<file path="src/design/assert_macros.svh">
// Assertion helpers used by valve_distortion_shaper.
`ifndef ASSERT_MACROS_SVH
`define ASSERT_MACROS_SVH

// Consequent must hold in the same cycle as the antecedent.
`define VDS_ASSERT_NOW(label, clk, rst_n, ante, cons) \
    label: assert property (@(posedge clk) disable iff (!rst_n) (ante) |-> (cons)) \
        else $error("valve shaper check failed");

// Consequent must hold in the cycle after the antecedent.
`define VDS_ASSERT_NEXT(label, clk, rst_n, ante, cons) \
    label: assert property (@(posedge clk) disable iff (!rst_n) (ante) |=> (cons)) \
        else $error("valve shaper check failed");

`endif

</file>
<file path="src/design/vds_pkg.sv">
// ----------------------------------------------------------------------------
// vds_pkg
// Widths, constants, state encoding and unit interfaces of the valve shaper.
// ----------------------------------------------------------------------------
package vds_pkg;

    localparam int SAMPLE_BITS_DEF   = 24;
    localparam int HEADROOM_BITS_DEF = 3;

    // Fraction bits of the internal fixed-point values.
    localparam int FB  = 32;
    // Unsigned value width: holds the capped quotient 65536.0.
    localparam int VW  = 49;
    // Divider remainder and divisor width.
    localparam int DW  = 41;
    // Quotient bits produced by the divider.
    localparam int QB  = 48;
    localparam int XW  = 34;
    localparam int DSW = 36;
    localparam int AW  = 40;
    localparam int FXW = 50;
    localparam int KW  = 6;
    localparam int NW  = 4;
    localparam int CFG_IW = 8;
    localparam int CFG_DW = 16;
    localparam int KNOB_W = 15;

    localparam logic [FB-1:0] Q32_LN2   = 32'd2977044472;
    localparam logic [FB-1:0] Q32_0P999 = 32'd4290672329;
    localparam logic [FB-1:0] Q32_0P1   = 32'd429496730;
    localparam logic [FB:0]   Q32_ONE   = 33'h1_0000_0000;

    localparam logic [KW-1:0]     EXP_K_LIMIT  = 6'd40;
    localparam logic [NW-1:0]     SERIES_TERMS = 4'd14;
    localparam logic [KNOB_W-1:0] KNOB_RESET   = 15'd16384;

    localparam logic [CFG_IW-1:0] REG_LEVEL     = 8'd0;
    localparam logic [CFG_IW-1:0] REG_CHARACTER = 8'd1;

    typedef enum logic [4:0] {
        ST_IDLE,
        ST_RCP_GO,
        ST_RCP_WAIT,
        ST_CRV_GO,
        ST_MAG_WAIT,
        ST_KDIV_GO,
        ST_KDIV_WAIT,
        ST_SMUL_GO,
        ST_SMUL_WAIT,
        ST_SDIV_GO,
        ST_SDIV_WAIT,
        ST_SHIFT,
        ST_DEN,
        ST_NMUL_GO,
        ST_NMUL_WAIT,
        ST_QDIV_GO,
        ST_QDIV_WAIT,
        ST_CRV_DONE,
        ST_FXO,
        ST_FILT_GO,
        ST_FILT_WAIT,
        ST_FINISH
    } st_t;

    typedef struct packed {
        logic          start;
        logic [VW-1:0] a;
        logic [VW-1:0] b;
    } mul_req_t;

    typedef struct packed {
        logic          done;
        logic [VW-1:0] prod;
    } mul_res_t;

    typedef struct packed {
        logic          start;
        logic [DW-1:0] hi;
        logic [QB-1:0] lo;
        logic [DW-1:0] den;
    } div_req_t;

    typedef struct packed {
        logic          done;
        logic [VW-1:0] quot;
        logic [DW-1:0] rem;
    } div_res_t;

endpackage

</file>
<file path="src/design/vds_mul.sv">
// ----------------------------------------------------------------------------
// vds_mul
// Bit-serial multiplier giving floor(a * b / 2^32), one multiplier bit a cycle.
// ----------------------------------------------------------------------------
module vds_mul (
    input  logic               clk,
    input  logic               rst_n,
    input  vds_pkg::mul_req_t  req,
    output vds_pkg::mul_res_t  res
);
    import vds_pkg::*;

    localparam int CW = $clog2(VW);

    logic              busy_reg, busy_next;
    logic              done_reg, done_next;
    logic [CW-1:0]     cnt_reg, cnt_next;
    logic [VW-1:0]     a_reg, a_next;
    logic [VW-1:0]     b_reg, b_next;
    logic [2*VW-1:0]   acc_reg, acc_next;

    // Multiplier bits are consumed from the top, so the accumulator doubles
    // before each partial product is added.
    always_comb begin
        busy_next = busy_reg;
        done_next = 1'b0;
        cnt_next  = cnt_reg;
        a_next    = a_reg;
        b_next    = b_reg;
        acc_next  = acc_reg;
        if (req.start) begin
            busy_next = 1'b1;
            cnt_next  = CW'(VW - 1);
            a_next    = req.a;
            b_next    = req.b;
            acc_next  = '0;
        end else if (busy_reg) begin
            acc_next = {acc_reg[2*VW-2:0], 1'b0}
                     + (b_reg[VW-1] ? {{VW{1'b0}}, a_reg} : {(2*VW){1'b0}});
            b_next   = {b_reg[VW-2:0], 1'b0};
            cnt_next = cnt_reg - CW'(1);
            if (cnt_reg == '0) begin
                busy_next = 1'b0;
                done_next = 1'b1;
            end
        end
    end

    always_ff @(posedge clk) begin
        if (!rst_n) begin
            busy_reg <= 1'b0;
            done_reg <= 1'b0;
        end else begin
            busy_reg <= busy_next;
            done_reg <= done_next;
        end
    end

    always_ff @(posedge clk) begin
        cnt_reg <= cnt_next;
        a_reg   <= a_next;
        b_reg   <= b_next;
        acc_reg <= acc_next;
    end

    assign res.done = done_reg;
    assign res.prod = acc_reg[FB+VW-1:FB];

endmodule

</file>
<file path="src/design/vds_div.sv">
// ----------------------------------------------------------------------------
// vds_div
// Restoring divider, one quotient bit a cycle, with saturation of the quotient.
// ----------------------------------------------------------------------------
module vds_div (
    input  logic               clk,
    input  logic               rst_n,
    input  vds_pkg::div_req_t  req,
    output vds_pkg::div_res_t  res
);
    import vds_pkg::*;

    localparam int CW = $clog2(QB);
    localparam logic [VW-1:0] QUOT_CAP = VW'(1) << QB;

    logic            busy_reg, busy_next;
    logic            done_reg, done_next;
    logic            cap_reg, cap_next;
    logic [CW-1:0]   cnt_reg, cnt_next;
    logic [DW-1:0]   rem_reg, rem_next;
    logic [DW-1:0]   den_reg, den_next;
    logic [QB-1:0]   q_reg, q_next;
    logic [DW:0]     shifted;
    logic            fits;

    // The dividend is hi * 2^48 + lo. Its low word shifts out of q_reg while
    // quotient bits shift in behind it. When hi already reaches the divisor
    // the quotient would need more than 48 bits and is capped instead.
    always_comb begin
        shifted   = {rem_reg, q_reg[QB-1]};
        fits      = shifted >= {1'b0, den_reg};
        busy_next = busy_reg;
        done_next = 1'b0;
        cap_next  = cap_reg;
        cnt_next  = cnt_reg;
        rem_next  = rem_reg;
        den_next  = den_reg;
        q_next    = q_reg;
        if (req.start) begin
            den_next = req.den;
            rem_next = req.hi;
            q_next   = req.lo;
            cnt_next = CW'(QB - 1);
            if (req.hi >= req.den) begin
                cap_next  = 1'b1;
                done_next = 1'b1;
            end else begin
                cap_next  = 1'b0;
                busy_next = 1'b1;
            end
        end else if (busy_reg) begin
            rem_next = fits ? DW'(shifted - {1'b0, den_reg}) : shifted[DW-1:0];
            q_next   = {q_reg[QB-2:0], fits};
            cnt_next = cnt_reg - CW'(1);
            if (cnt_reg == '0) begin
                busy_next = 1'b0;
                done_next = 1'b1;
            end
        end
    end

    always_ff @(posedge clk) begin
        if (!rst_n) begin
            busy_reg <= 1'b0;
            done_reg <= 1'b0;
        end else begin
            busy_reg <= busy_next;
            done_reg <= done_next;
        end
    end

    always_ff @(posedge clk) begin
        cap_reg <= cap_next;
        cnt_reg <= cnt_next;
        rem_reg <= rem_next;
        den_reg <= den_next;
        q_reg   <= q_next;
    end

    assign res.done = done_reg;
    assign res.quot = cap_reg ? QUOT_CAP : {{(VW-QB){1'b0}}, q_reg};
    assign res.rem  = rem_reg;

endmodule

</file>
<file path="src/design/valve_distortion_shaper.sv">
// ----------------------------------------------------------------------------
// valve_distortion_shaper
// Valve-style waveshaper on each audio word, followed by a DC blocking filter.
// ----------------------------------------------------------------------------
// Usage: audio words enter on the s_ stream channel, one signed sample in
// s_tdata with s_tlast marking the last sample of a block; after such a
// sample the filter history is clamped to plus or minus 1.0. Each input word
// produces exactly one output word on the m_ channel. The level and character
// knobs are written through the cfg_ channel, which is always ready; write
// them only while no sample is in flight.
// Sequencing: one sample is processed at a time. Each multiply and each
// divide is done one bit per cycle by a single shared multiplier and a
// single shared divider. A full curve evaluation spends most of its time in
// the fourteen multiply and divide pairs of the exponential series; the
// series is skipped when the exponential underflows, and a curve evaluated
// exactly at the input equal to q needs neither unit. A sample needs one or
// two curve evaluations depending on the level setting.
// The next sample is taken as soon as the previous one has left the
// sequencer, even while its result still waits in the output register; a
// stalled receiver holds the sequencer in its final step only when a second
// result is ready behind the first. Reset sets both knobs to 1.0 and the
// filter history to 1.0, and leaves the output channel empty.
// ----------------------------------------------------------------------------
`include "assert_macros.svh"

module valve_distortion_shaper #(
    parameter int SAMPLE_BITS   = vds_pkg::SAMPLE_BITS_DEF,
    parameter int HEADROOM_BITS = vds_pkg::HEADROOM_BITS_DEF
) (
    input  logic                                   aclk,
    input  logic                                   aresetn,
    // Input stream.
    input  logic                                   s_tvalid,
    output logic                                   s_tready,
    input  logic [((SAMPLE_BITS+7)/8)*8-1:0]       s_tdata,  // in_sample
    input  logic                                   s_tlast,  // block_end
    // Output stream.
    output logic                                   m_tvalid,
    input  logic                                   m_tready,
    output logic [((SAMPLE_BITS+HEADROOM_BITS+7)/8)*8-1:0] m_tdata, // out_sample
    // Configuration writes.
    input  logic                                   cfg_valid,
    output logic                                   cfg_ready,
    input  logic [vds_pkg::CFG_IW-1:0]             cfg_index,
    input  logic [vds_pkg::CFG_DW-1:0]             cfg_data
);
    import vds_pkg::*;

    localparam int FRAC   = SAMPLE_BITS - 1;
    localparam int OB     = SAMPLE_BITS + HEADROOM_BITS;
    localparam int UP     = FB - FRAC;
    localparam int OUT_TW = ((OB + 7) / 8) * 8;

    localparam logic [OB-1:0]         OB_MAX   = {1'b0, {(OB-1){1'b1}}};
    localparam logic [OB-1:0]         OB_MIN   = {1'b1, {(OB-1){1'b0}}};
    localparam logic signed [OB-1:0]  ONE_S    = OB'(1) << FRAC;
    localparam logic [FXW-1:0]        RND_HALF = FXW'(1) << (UP - 1);
    localparam logic [DW-1:0]         RCP_HI   = DW'(1) << (FB - (QB - FB));

    function automatic logic signed [OB-1:0] clamp_one(input logic signed [OB-1:0] v);
        logic signed [OB-1:0] r;
        r = v;
        if (v > ONE_S) begin
            r = ONE_S;
        end else if (v < -ONE_S) begin
            r = -ONE_S;
        end
        return r;
    endfunction

    st_t state_reg, state_next;

    logic [KNOB_W-1:0]      level_reg, level_next;
    logic [KNOB_W-1:0]      char_reg, char_next;
    logic signed [XW-1:0]   x_reg, x_next;
    logic                   last_reg, last_next;
    logic [VW-1:0]          recip_reg, recip_next;
    logic                   sel_reg, sel_next;
    logic signed [DSW-1:0]  d_reg, d_next;
    logic [KW-1:0]          k_reg, k_next;
    logic [FB-1:0]          r_reg, r_next;
    logic [FB:0]            e_reg, e_next;
    logic [NW-1:0]          n_reg, n_next;
    logic [VW-1:0]          g_reg, g_next;
    logic signed [FXW-1:0]  fx_reg, fx_next;
    logic signed [OB-1:0]   fxo_reg, fxo_next;
    logic signed [OB-1:0]   prev_shaped_reg, prev_shaped_next;
    logic signed [OB-1:0]   prev_output_reg, prev_output_next;
    logic [OB-1:0]          out_reg, out_next;
    logic                   m_tvalid_reg, m_tvalid_next;

    mul_req_t mul_req;
    mul_res_t mul_res;
    div_req_t div_req;
    div_res_t div_res;

    // Derived knob values and per-curve helpers.
    logic signed [DSW-1:0]  q_w;
    logic [20:0]            c40_w;
    logic [AW-1:0]          a_w;
    logic [DSW-1:0]         mag_w;
    logic [FB:0]            den_w;
    logic [VW-1:0]          num_w;
    logic                   d_pos;

    // Rounding of the shaped value and the filter sum.
    logic                   fx_neg;
    logic [FXW-1:0]         fx_mag, rsum, rmag;
    logic                   prev_neg;
    logic [OB-1:0]          pmag_w;
    logic [OB-1:0]          damp_w;
    logic signed [OB+1:0]   damp_s, y_sum;
    logic [OB-1:0]          y_sat;
    logic                   out_free;

    // Sequencer steps in which a unit result is awaited.
    logic                   mul_wait_w;
    logic                   div_wait_w;

    vds_mul u_mul (
        .clk   (aclk),
        .rst_n (aresetn),
        .req   (mul_req),
        .res   (mul_res)
    );

    vds_div u_div (
        .clk   (aclk),
        .rst_n (aresetn),
        .req   (div_req),
        .res   (div_res)
    );

    // q = level - 0.999 and a = 40 * character + 0.1, both at 32 fraction bits.
    always_comb begin
        q_w   = $signed({3'b000, level_reg, 18'b0}) - $signed({4'b0000, Q32_0P999});
        c40_w = {1'b0, char_reg, 5'b0} + {3'b000, char_reg, 3'b000};
        a_w   = {1'b0, c40_w, 18'b0} + {8'b0, Q32_0P1};
        mag_w = d_reg[DSW-1] ? DSW'(-d_reg) : DSW'(d_reg);
        d_pos = !d_reg[DSW-1];
        den_w = Q32_ONE - e_reg;
        num_w = d_pos ? VW'(mag_w) : mul_res.prod;
    end

    // Shaped value rounded half away from zero to the output fraction and
    // saturated; then the filter sum 0.999 * y_prev + fx - fx_prev.
    always_comb begin
        fx_neg   = fx_reg[FXW-1];
        fx_mag   = fx_neg ? FXW'(-fx_reg) : FXW'(fx_reg);
        rsum     = fx_mag + RND_HALF;
        rmag     = rsum >> UP;
        prev_neg = prev_output_reg[OB-1];
        pmag_w   = prev_neg ? OB'(-prev_output_reg) : OB'(prev_output_reg);
        damp_w   = mul_res.prod[OB-1:0];
        damp_s   = prev_neg ? -$signed({2'b00, damp_w}) : $signed({2'b00, damp_w});
        y_sum    = damp_s + {{2{fxo_reg[OB-1]}}, fxo_reg}
                 - {{2{prev_shaped_reg[OB-1]}}, prev_shaped_reg};
        if (y_sum[OB+1:OB-1] == 3'b000 || y_sum[OB+1:OB-1] == 3'b111) begin
            y_sat = y_sum[OB-1:0];
        end else begin
            y_sat = y_sum[OB+1] ? OB_MIN : OB_MAX;
        end
        out_free = !m_tvalid_reg || m_tready;
    end

    always_comb begin
        level_next = level_reg;
        char_next  = char_reg;
        if (cfg_valid && cfg_ready) begin
            case (cfg_index)
                REG_LEVEL:     level_next = cfg_data[KNOB_W-1:0];
                REG_CHARACTER: char_next  = cfg_data[KNOB_W-1:0];
                default:       ;
            endcase
        end
    end

    // Next state.
    always_comb begin
        state_next = state_reg;
        case (state_reg)
            ST_IDLE:      if (s_tvalid) state_next = ST_RCP_GO;
            ST_RCP_GO:    state_next = ST_RCP_WAIT;
            ST_RCP_WAIT:  if (div_res.done) state_next = ST_CRV_GO;
            ST_CRV_GO:    state_next = (d_reg == '0) ? ST_CRV_DONE : ST_MAG_WAIT;
            ST_MAG_WAIT:  if (mul_res.done) state_next = ST_KDIV_GO;
            ST_KDIV_GO:   state_next = ST_KDIV_WAIT;
            ST_KDIV_WAIT: begin
                if (div_res.done) begin
                    state_next = (div_res.quot >= VW'(EXP_K_LIMIT)) ? ST_DEN : ST_SMUL_GO;
                end
            end
            ST_SMUL_GO:   state_next = ST_SMUL_WAIT;
            ST_SMUL_WAIT: if (mul_res.done) state_next = ST_SDIV_GO;
            ST_SDIV_GO:   state_next = ST_SDIV_WAIT;
            ST_SDIV_WAIT: begin
                if (div_res.done) begin
                    state_next = (n_reg == NW'(1)) ? ST_SHIFT : ST_SMUL_GO;
                end
            end
            ST_SHIFT:     if (k_reg == '0) state_next = ST_DEN;
            ST_DEN: begin
                if (den_w == '0) begin
                    state_next = ST_CRV_DONE;
                end else begin
                    state_next = d_pos ? ST_QDIV_GO : ST_NMUL_GO;
                end
            end
            ST_NMUL_GO:   state_next = ST_NMUL_WAIT;
            ST_NMUL_WAIT: if (mul_res.done) state_next = ST_QDIV_GO;
            ST_QDIV_GO:   state_next = ST_QDIV_WAIT;
            ST_QDIV_WAIT: if (div_res.done) state_next = ST_CRV_DONE;
            ST_CRV_DONE:  state_next = (!sel_reg && q_w != '0) ? ST_CRV_GO : ST_FXO;
            ST_FXO:       state_next = ST_FILT_GO;
            ST_FILT_GO:   state_next = ST_FILT_WAIT;
            ST_FILT_WAIT: if (mul_res.done) state_next = ST_FINISH;
            ST_FINISH:    if (out_free) state_next = ST_IDLE;
            default:      state_next = ST_IDLE;
        endcase
    end

    // Datapath updates and unit requests for each step.
    always_comb begin
        x_next           = x_reg;
        last_next        = last_reg;
        recip_next       = recip_reg;
        sel_next         = sel_reg;
        d_next           = d_reg;
        k_next           = k_reg;
        r_next           = r_reg;
        e_next           = e_reg;
        n_next           = n_reg;
        g_next           = g_reg;
        fx_next          = fx_reg;
        fxo_next         = fxo_reg;
        prev_shaped_next = prev_shaped_reg;
        prev_output_next = prev_output_reg;
        out_next         = out_reg;
        m_tvalid_next    = m_tvalid_reg && !m_tready;
        mul_req          = '0;
        div_req          = '0;
        case (state_reg)
            ST_IDLE: begin
                if (s_tvalid) begin
                    x_next    = $signed({{(XW-SAMPLE_BITS){s_tdata[SAMPLE_BITS-1]}},
                                         s_tdata[SAMPLE_BITS-1:0]}) <<< UP;
                    last_next = s_tlast;
                end
            end
            ST_RCP_GO: begin
                div_req.start = 1'b1;
                div_req.hi    = RCP_HI;
                div_req.lo    = '0;
                div_req.den   = DW'(a_w);
            end
            ST_RCP_WAIT: begin
                if (div_res.done) begin
                    recip_next = div_res.quot;
                    sel_next   = 1'b0;
                    d_next     = $signed({{(DSW-XW){x_reg[XW-1]}}, x_reg}) - q_w;
                end
            end
            ST_CRV_GO: begin
                if (d_reg == '0) begin
                    g_next = recip_reg;
                end else begin
                    mul_req.start = 1'b1;
                    mul_req.a     = VW'(a_w);
                    mul_req.b     = VW'(mag_w);
                end
            end
            ST_KDIV_GO: begin
                // Range reduction: k = floor(v / ln2), r = v - k * ln2.
                div_req.start = 1'b1;
                div_req.hi    = '0;
                div_req.lo    = mul_res.prod[QB-1:0];
                div_req.den   = DW'(Q32_LN2);
            end
            ST_KDIV_WAIT: begin
                if (div_res.done) begin
                    if (div_res.quot >= VW'(EXP_K_LIMIT)) begin
                        e_next = '0;
                        k_next = '0;
                    end else begin
                        k_next = div_res.quot[KW-1:0];
                        r_next = div_res.rem[FB-1:0];
                        e_next = Q32_ONE;
                        n_next = SERIES_TERMS;
                    end
                end
            end
            ST_SMUL_GO: begin
                mul_req.start = 1'b1;
                mul_req.a     = VW'(r_reg);
                mul_req.b     = VW'(e_reg);
            end
            ST_SDIV_GO: begin
                div_req.start = 1'b1;
                div_req.hi    = '0;
                div_req.lo    = mul_res.prod[QB-1:0];
                div_req.den   = DW'(n_reg);
            end
            ST_SDIV_WAIT: begin
                if (div_res.done) begin
                    e_next = Q32_ONE - div_res.quot[FB:0];
                    if (n_reg != NW'(1)) begin
                        n_next = n_reg - NW'(1);
                    end
                end
            end
            ST_SHIFT: begin
                if (k_reg != '0) begin
                    e_next = e_reg >> 1;
                    k_next = k_reg - KW'(1);
                end
            end
            ST_DEN: begin
                // A denominator that vanishes falls back to the limit 1/a.
                if (den_w == '0) begin
                    g_next = recip_reg;
                end
            end
            ST_NMUL_GO: begin
                mul_req.start = 1'b1;
                mul_req.a     = VW'(mag_w);
                mul_req.b     = VW'(e_reg);
            end
            ST_QDIV_GO: begin
                div_req.start = 1'b1;
                div_req.hi    = DW'(num_w[VW-1:QB-FB]);
                div_req.lo    = {num_w[QB-FB-1:0], {FB{1'b0}}};
                div_req.den   = DW'(den_w);
            end
            ST_QDIV_WAIT: begin
                if (div_res.done) begin
                    g_next = div_res.quot;
                end
            end
            ST_CRV_DONE: begin
                if (!sel_reg) begin
                    fx_next = $signed({1'b0, g_reg});
                    if (q_w != '0) begin
                        sel_next = 1'b1;
                        d_next   = -q_w;
                    end
                end else begin
                    fx_next = fx_reg - $signed({1'b0, g_reg});
                end
            end
            ST_FXO: begin
                if (rmag > FXW'(OB_MAX)) begin
                    fxo_next = fx_neg ? OB_MIN : OB_MAX;
                end else begin
                    fxo_next = fx_neg ? OB'(-rmag) : OB'(rmag);
                end
            end
            ST_FILT_GO: begin
                mul_req.start = 1'b1;
                mul_req.a     = VW'(pmag_w);
                mul_req.b     = VW'(Q32_0P999);
            end
            ST_FINISH: begin
                if (out_free) begin
                    out_next      = y_sat;
                    m_tvalid_next = 1'b1;
                    if (last_reg) begin
                        prev_shaped_next = clamp_one(fxo_reg);
                        prev_output_next = clamp_one($signed(y_sat));
                    end else begin
                        prev_shaped_next = fxo_reg;
                        prev_output_next = $signed(y_sat);
                    end
                end
            end
            default: ;
        endcase
    end

    always_ff @(posedge aclk) begin
        if (!aresetn) begin
            state_reg       <= ST_IDLE;
            level_reg       <= KNOB_RESET;
            char_reg        <= KNOB_RESET;
            prev_shaped_reg <= ONE_S;
            prev_output_reg <= ONE_S;
            m_tvalid_reg    <= 1'b0;
        end else begin
            state_reg       <= state_next;
            level_reg       <= level_next;
            char_reg        <= char_next;
            prev_shaped_reg <= prev_shaped_next;
            prev_output_reg <= prev_output_next;
            m_tvalid_reg    <= m_tvalid_next;
        end
    end

    always_ff @(posedge aclk) begin
        x_reg     <= x_next;
        last_reg  <= last_next;
        recip_reg <= recip_next;
        sel_reg   <= sel_next;
        d_reg     <= d_next;
        k_reg     <= k_next;
        r_reg     <= r_next;
        e_reg     <= e_next;
        n_reg     <= n_next;
        g_reg     <= g_next;
        fx_reg    <= fx_next;
        fxo_reg   <= fxo_next;
        out_reg   <= out_next;
    end

    assign s_tready  = (state_reg == ST_IDLE);
    assign cfg_ready = 1'b1;
    assign m_tvalid  = m_tvalid_reg;
    assign m_tdata   = OUT_TW'(out_reg);

    assign mul_wait_w = state_reg == ST_MAG_WAIT || state_reg == ST_SMUL_WAIT
                     || state_reg == ST_NMUL_WAIT || state_reg == ST_FILT_WAIT;
    assign div_wait_w = state_reg == ST_RCP_WAIT || state_reg == ST_KDIV_WAIT
                     || state_reg == ST_SDIV_WAIT || state_reg == ST_QDIV_WAIT;

    // The shared units only report completion while the sequencer waits.
    `VDS_ASSERT_NOW(mul_done_in_wait, aclk, aresetn, mul_res.done, mul_wait_w)
    `VDS_ASSERT_NOW(div_done_in_wait, aclk, aresetn, div_res.done, div_wait_w)
    // A result word appears only from the final step of a sample.
    `VDS_ASSERT_NEXT(out_from_finish, aclk, aresetn, !m_tvalid_reg && state_reg != ST_FINISH, !m_tvalid_reg)

endmodule
</file>
<file path="config.mk">
export PLATFORM = sky130hd
export DESIGN_NAME = valve_distortion_shaper
export DESIGN_NICKNAME = d
export VERILOG_FILES = /design/src/design/vds_pkg.sv /design/src/design/vds_mul.sv /design/src/design/vds_div.sv /design/src/design/valve_distortion_shaper.sv
export VERILOG_INCLUDE_DIRS = /design/src /design/src/design
export SDC_FILE = /design/constraint.sdc
export NUM_CORES = 2
export LEC_CHECK = 0
export ABC_AREA = 1
export BUFFER_PORTS_ARGS = -buffer_cell sky130_fd_sc_hd__buf_2
export CAP_MARGIN = 20
export CORE_MARGIN = 3
export CORE_UTILIZATION = 50
export CTS_BUF_LIST = sky130_fd_sc_hd__clkbuf_2
export CTS_CLUSTER_SIZE = 12
export DETAILED_ROUTE_END_ITERATION = 7
export PLACE_DENSITY = 0.66
export SLEW_MARGIN = 15
export SYNTH_ARGS = -nofsm -noshare
export SYNTH_HDL_FRONTEND = slang
export SYNTH_SLANG_ARGS = --single-unit
</file>
<file path="constraint.sdc">
create_clock -name aclk -period 13.4 [get_ports aclk]
set_clock_uncertainty 0.05 [all_clocks]
set_input_delay 0.67 -clock aclk [delete_from_list [all_inputs] [get_ports aclk]]
set_output_delay 0.67 -clock aclk [all_outputs]
set_load 0.02 [all_outputs]
</file>
==> impl_results.md <==
- Fmax: 134 MHz
- Lkg Pwr: 25.5 nW
- Finished Cell Area: between 50,000 and 60,000 um^2
- Post-synth top flop: edfxtp_1
- Skew-Pair Late Insertion Delay: 1610 ps
- Period utilization: 0.559
- DP Wirelength: 136,000 um
- Sw Ratio: 0.462
- Worst EP arrival: 8850 ps
- Dominant cell type by area after synthesis: edfxtp_1
- WL final: between 150,000 and 200,000 um
- Fin crit period: between 7000 and 8000 ps
- Async SR Flop Fraction: 0
- DRT Pass-1 Iters: 8
- Fraction of layout cells with a size suffix above 1: 0.0880
- Flop pwr share: 0.343
- Worst path max stage delay: roughly 690 ps
- Final hold vios: 0
- Clk pwr share: 0.177
- Synth Instances: 6,949
- Fin util: 0.555
- Fin. max-slew vios: 0
- Starting Density: 0.507
- Max reg flops: between 80 and 90
- Net Sw Power: ~4.6 mW
- Root buf cell: clkbuf_2
- Kind of critical path: reg -> reg
- TNS Setup: 0 ps
- Worst slew margin: 0.194
- Commonest cells post-synth: nand2_1 (1,445), inv_1 (1,041), nor2_1 (749)
- Die Span Y: between 300 and 400 um
- Global route overflow: 0
- Hold WS: 125 ps
- FP Rows: roughly 120
- DP Area: between 50,000 and 60,000 um^2
- Worst-margin pin slew: ~1200 ps
- EDFF count, synth: about 550
- First-pass GRT wire length: roughly 270,000 um
- Critical Path End Type: flop
- Vias: 49.0k
- Pint: roughly 5.3 mW
- Hold Path Class: in -> reg
- Nets: approximately 7.5k
- Worst setup SP type: flop
- WP data required: roughly 15,000 ps
- Overall Global Routing Usage: 0.321
- Die span in x: about 330 um
- P&R area growth vs syn: 9.43%
- Cell with the most instances after synthesis: nand2_1
- Post-CTS Repair Setup Buffers: 0
- DRC Markers: 0
- Max IR drop VDD: about 0.00016 V
- Largest net degree at the start of global routing: between 80 and 90
- IO Pins: 89
- Worst Path Max Fanout: 31
- Yosys warning count: 0
- Unrepaired setup endpoints after global routing: no
- Filler cell count: 9,973
- Final setup fails: 0
- Combinational power share: 0.480
- Drt first-iter violations: between 5k and 6k
- Post-route ant nets: 0
- Via/cell ratio: ~5.6
- Maxcap violations: 0
- Mapped Avg Cell Area: 7.48 um^2
- H-tree Lvls: 4
- Initial antenna violation count: 7
- Status: completed
- Synth top area share: 0.317
- CP most frequent cell: nand3_1
- Synth Cell Area: around 52,000 um^2
- Num Clock Sinks: between 700 and 800
- Yosys reg bits: roughly 740
- Total die area: approximately 110,000 um^2
- CP max stage cell: nand2_1
- Synth area leaders: edfxtp_1 (32%), nand2_1 (10%), inv_1 (7.5%)
- I/O Buffers: 81
- Area of the core: between 100,000 and 150,000 um^2
- Pwr Density: around 170 nW/um^2
- Final GP Congestion: around 1
- TritonCTS Buffers: between 150 and 200
- CTS tree: built
- Cell variety after synth: 65
- Vias in the first global route: ~46k
- Clock Pin Slew Worst Setup and Hold Paths: 90 ps
- DR WL/cell: 20.1 um
- Register area share after synthesis: 0.389
- Clock buffer depth: 3
cell type report:
class / count / area [um^2] / share of cell area
Antenna cell: 8 / 20.0 / 0.000352
Clock buffer: 281 / 1410 / 0.0247
Clock inverter: 85 / 579 / 0.0102
Inverter: 1078 / 4050 / 0.0712
Multi-Input combinational cell: 4933 / 27000 / 0.475
Sequential cell: 735 / 20200 / 0.355
Tap cell: 1368 / 1710 / 0.0301
Timing Repair Buffer: 243 / 1910 / 0.0336
through the flow:
| stage | cells | power [mW] | setup slack [ps] |
|---|---|---|---|
| after floorplan | 6955 | 6.67 | 8070 |
| after global placement | 8245 | 8.02 | 6030 |
| after detailed placement | 8245 | 8.07 | 5960 |
| after CTS | 8722 | 9.86 | 5960 |
| after global routing | 8729 | 10.6 | 5030 |
| final | 8731 | 9.92 | 5910 |
repair_timing:
item / CTS / global route
hold buffers: 111 / 0
endpoints found under the hold margin: 117 / 0
resized for setup: 0 / 0
critical path, delay by kind of cell, from the launching register on:
kind / cells / cell delay (ps)
and+or+nand+nor: 22 / 4540
adders and majority gates: 3 / 1170
DFF: 1 / 340
xor gates and xnor gates: 1 / 170
buffers and inverters: 4 / 570
AOI/OAI and AO/OA: 3 / 520
final timing paths:
path,start,end,slack (ps),cells past startpoint
hold / removal,cfg_index[2],char_reg[1],120,5
setup / recovery,u_mul.acc_reg[34],prev_output_reg[24],5910,33
setup reg to reg,u_mul.acc_reg[34],prev_output_reg[24],5910,33
hold reg to reg,u_mul.cnt_reg[0],u_mul.cnt_reg[0],420,2
routing by layer:
metal	track usage	wire (um)	vias up
met5	0	38	-
met4	0.123	6660	4
met3	0.0619	16000	339
met2	0.501	77700	2135
met1	0.441	75100	22800
li1	-	-	23700
logic make-up after synthesis:
family                   synth area share
AO/OA/AOI/OAI                       0.148
AND/OR/NAND/NOR                     0.248
other                            0.000145
adder cells (fa/ha/maj)            0.0699
flip-flops                          0.389
buffers and inverters              0.0948
XOR/XNOR                           0.0511
cell usage in the layout (no fill, tap or decap), types with 23 or more instances in the layout:
cell           netlist  layout
a21o_1              25      25
a21oi_1            472     471
a31oi_1             59      59
buf_2               12      81
buf_4               12      50
clkbuf_2             0     281
clkinv_1            20      71
dfxtp_1            187     186
dlygate4sd3_1        0     111
edfxtp_1           548     548
fa_1                32      32
ha_1               239     239
inv_1             1041    1039
nand2_1           1445    1441
nand2_2             62      63
nand3_1            366     365
nand3b_1            24      24
nand4_1             74      74
nor2_1             749     739
nor3_1             119     119
nor4_1              47      47
o211ai_1            68      68
o21a_1              23      23
o21ai_0            514     514
o22ai_1             79      78
or2_2               35      35
xnor2_1             79      79
xor2_1             224     224
power by group through the flow:
stage	Combinational [mW]	Sequential [mW]	Clock, mW
3_3_place_gp	4.58	3.44	0
4_1_cts	4.67	3.40	1.79
2_1_floorplan	3.33	3.35	0
6_report	4.76	3.41	1.75
5_1_grt	5.28	3.45	1.92
3_5_place_dp	4.62	3.45	0
Note: power is estimated with default switching activity, not from simulation.
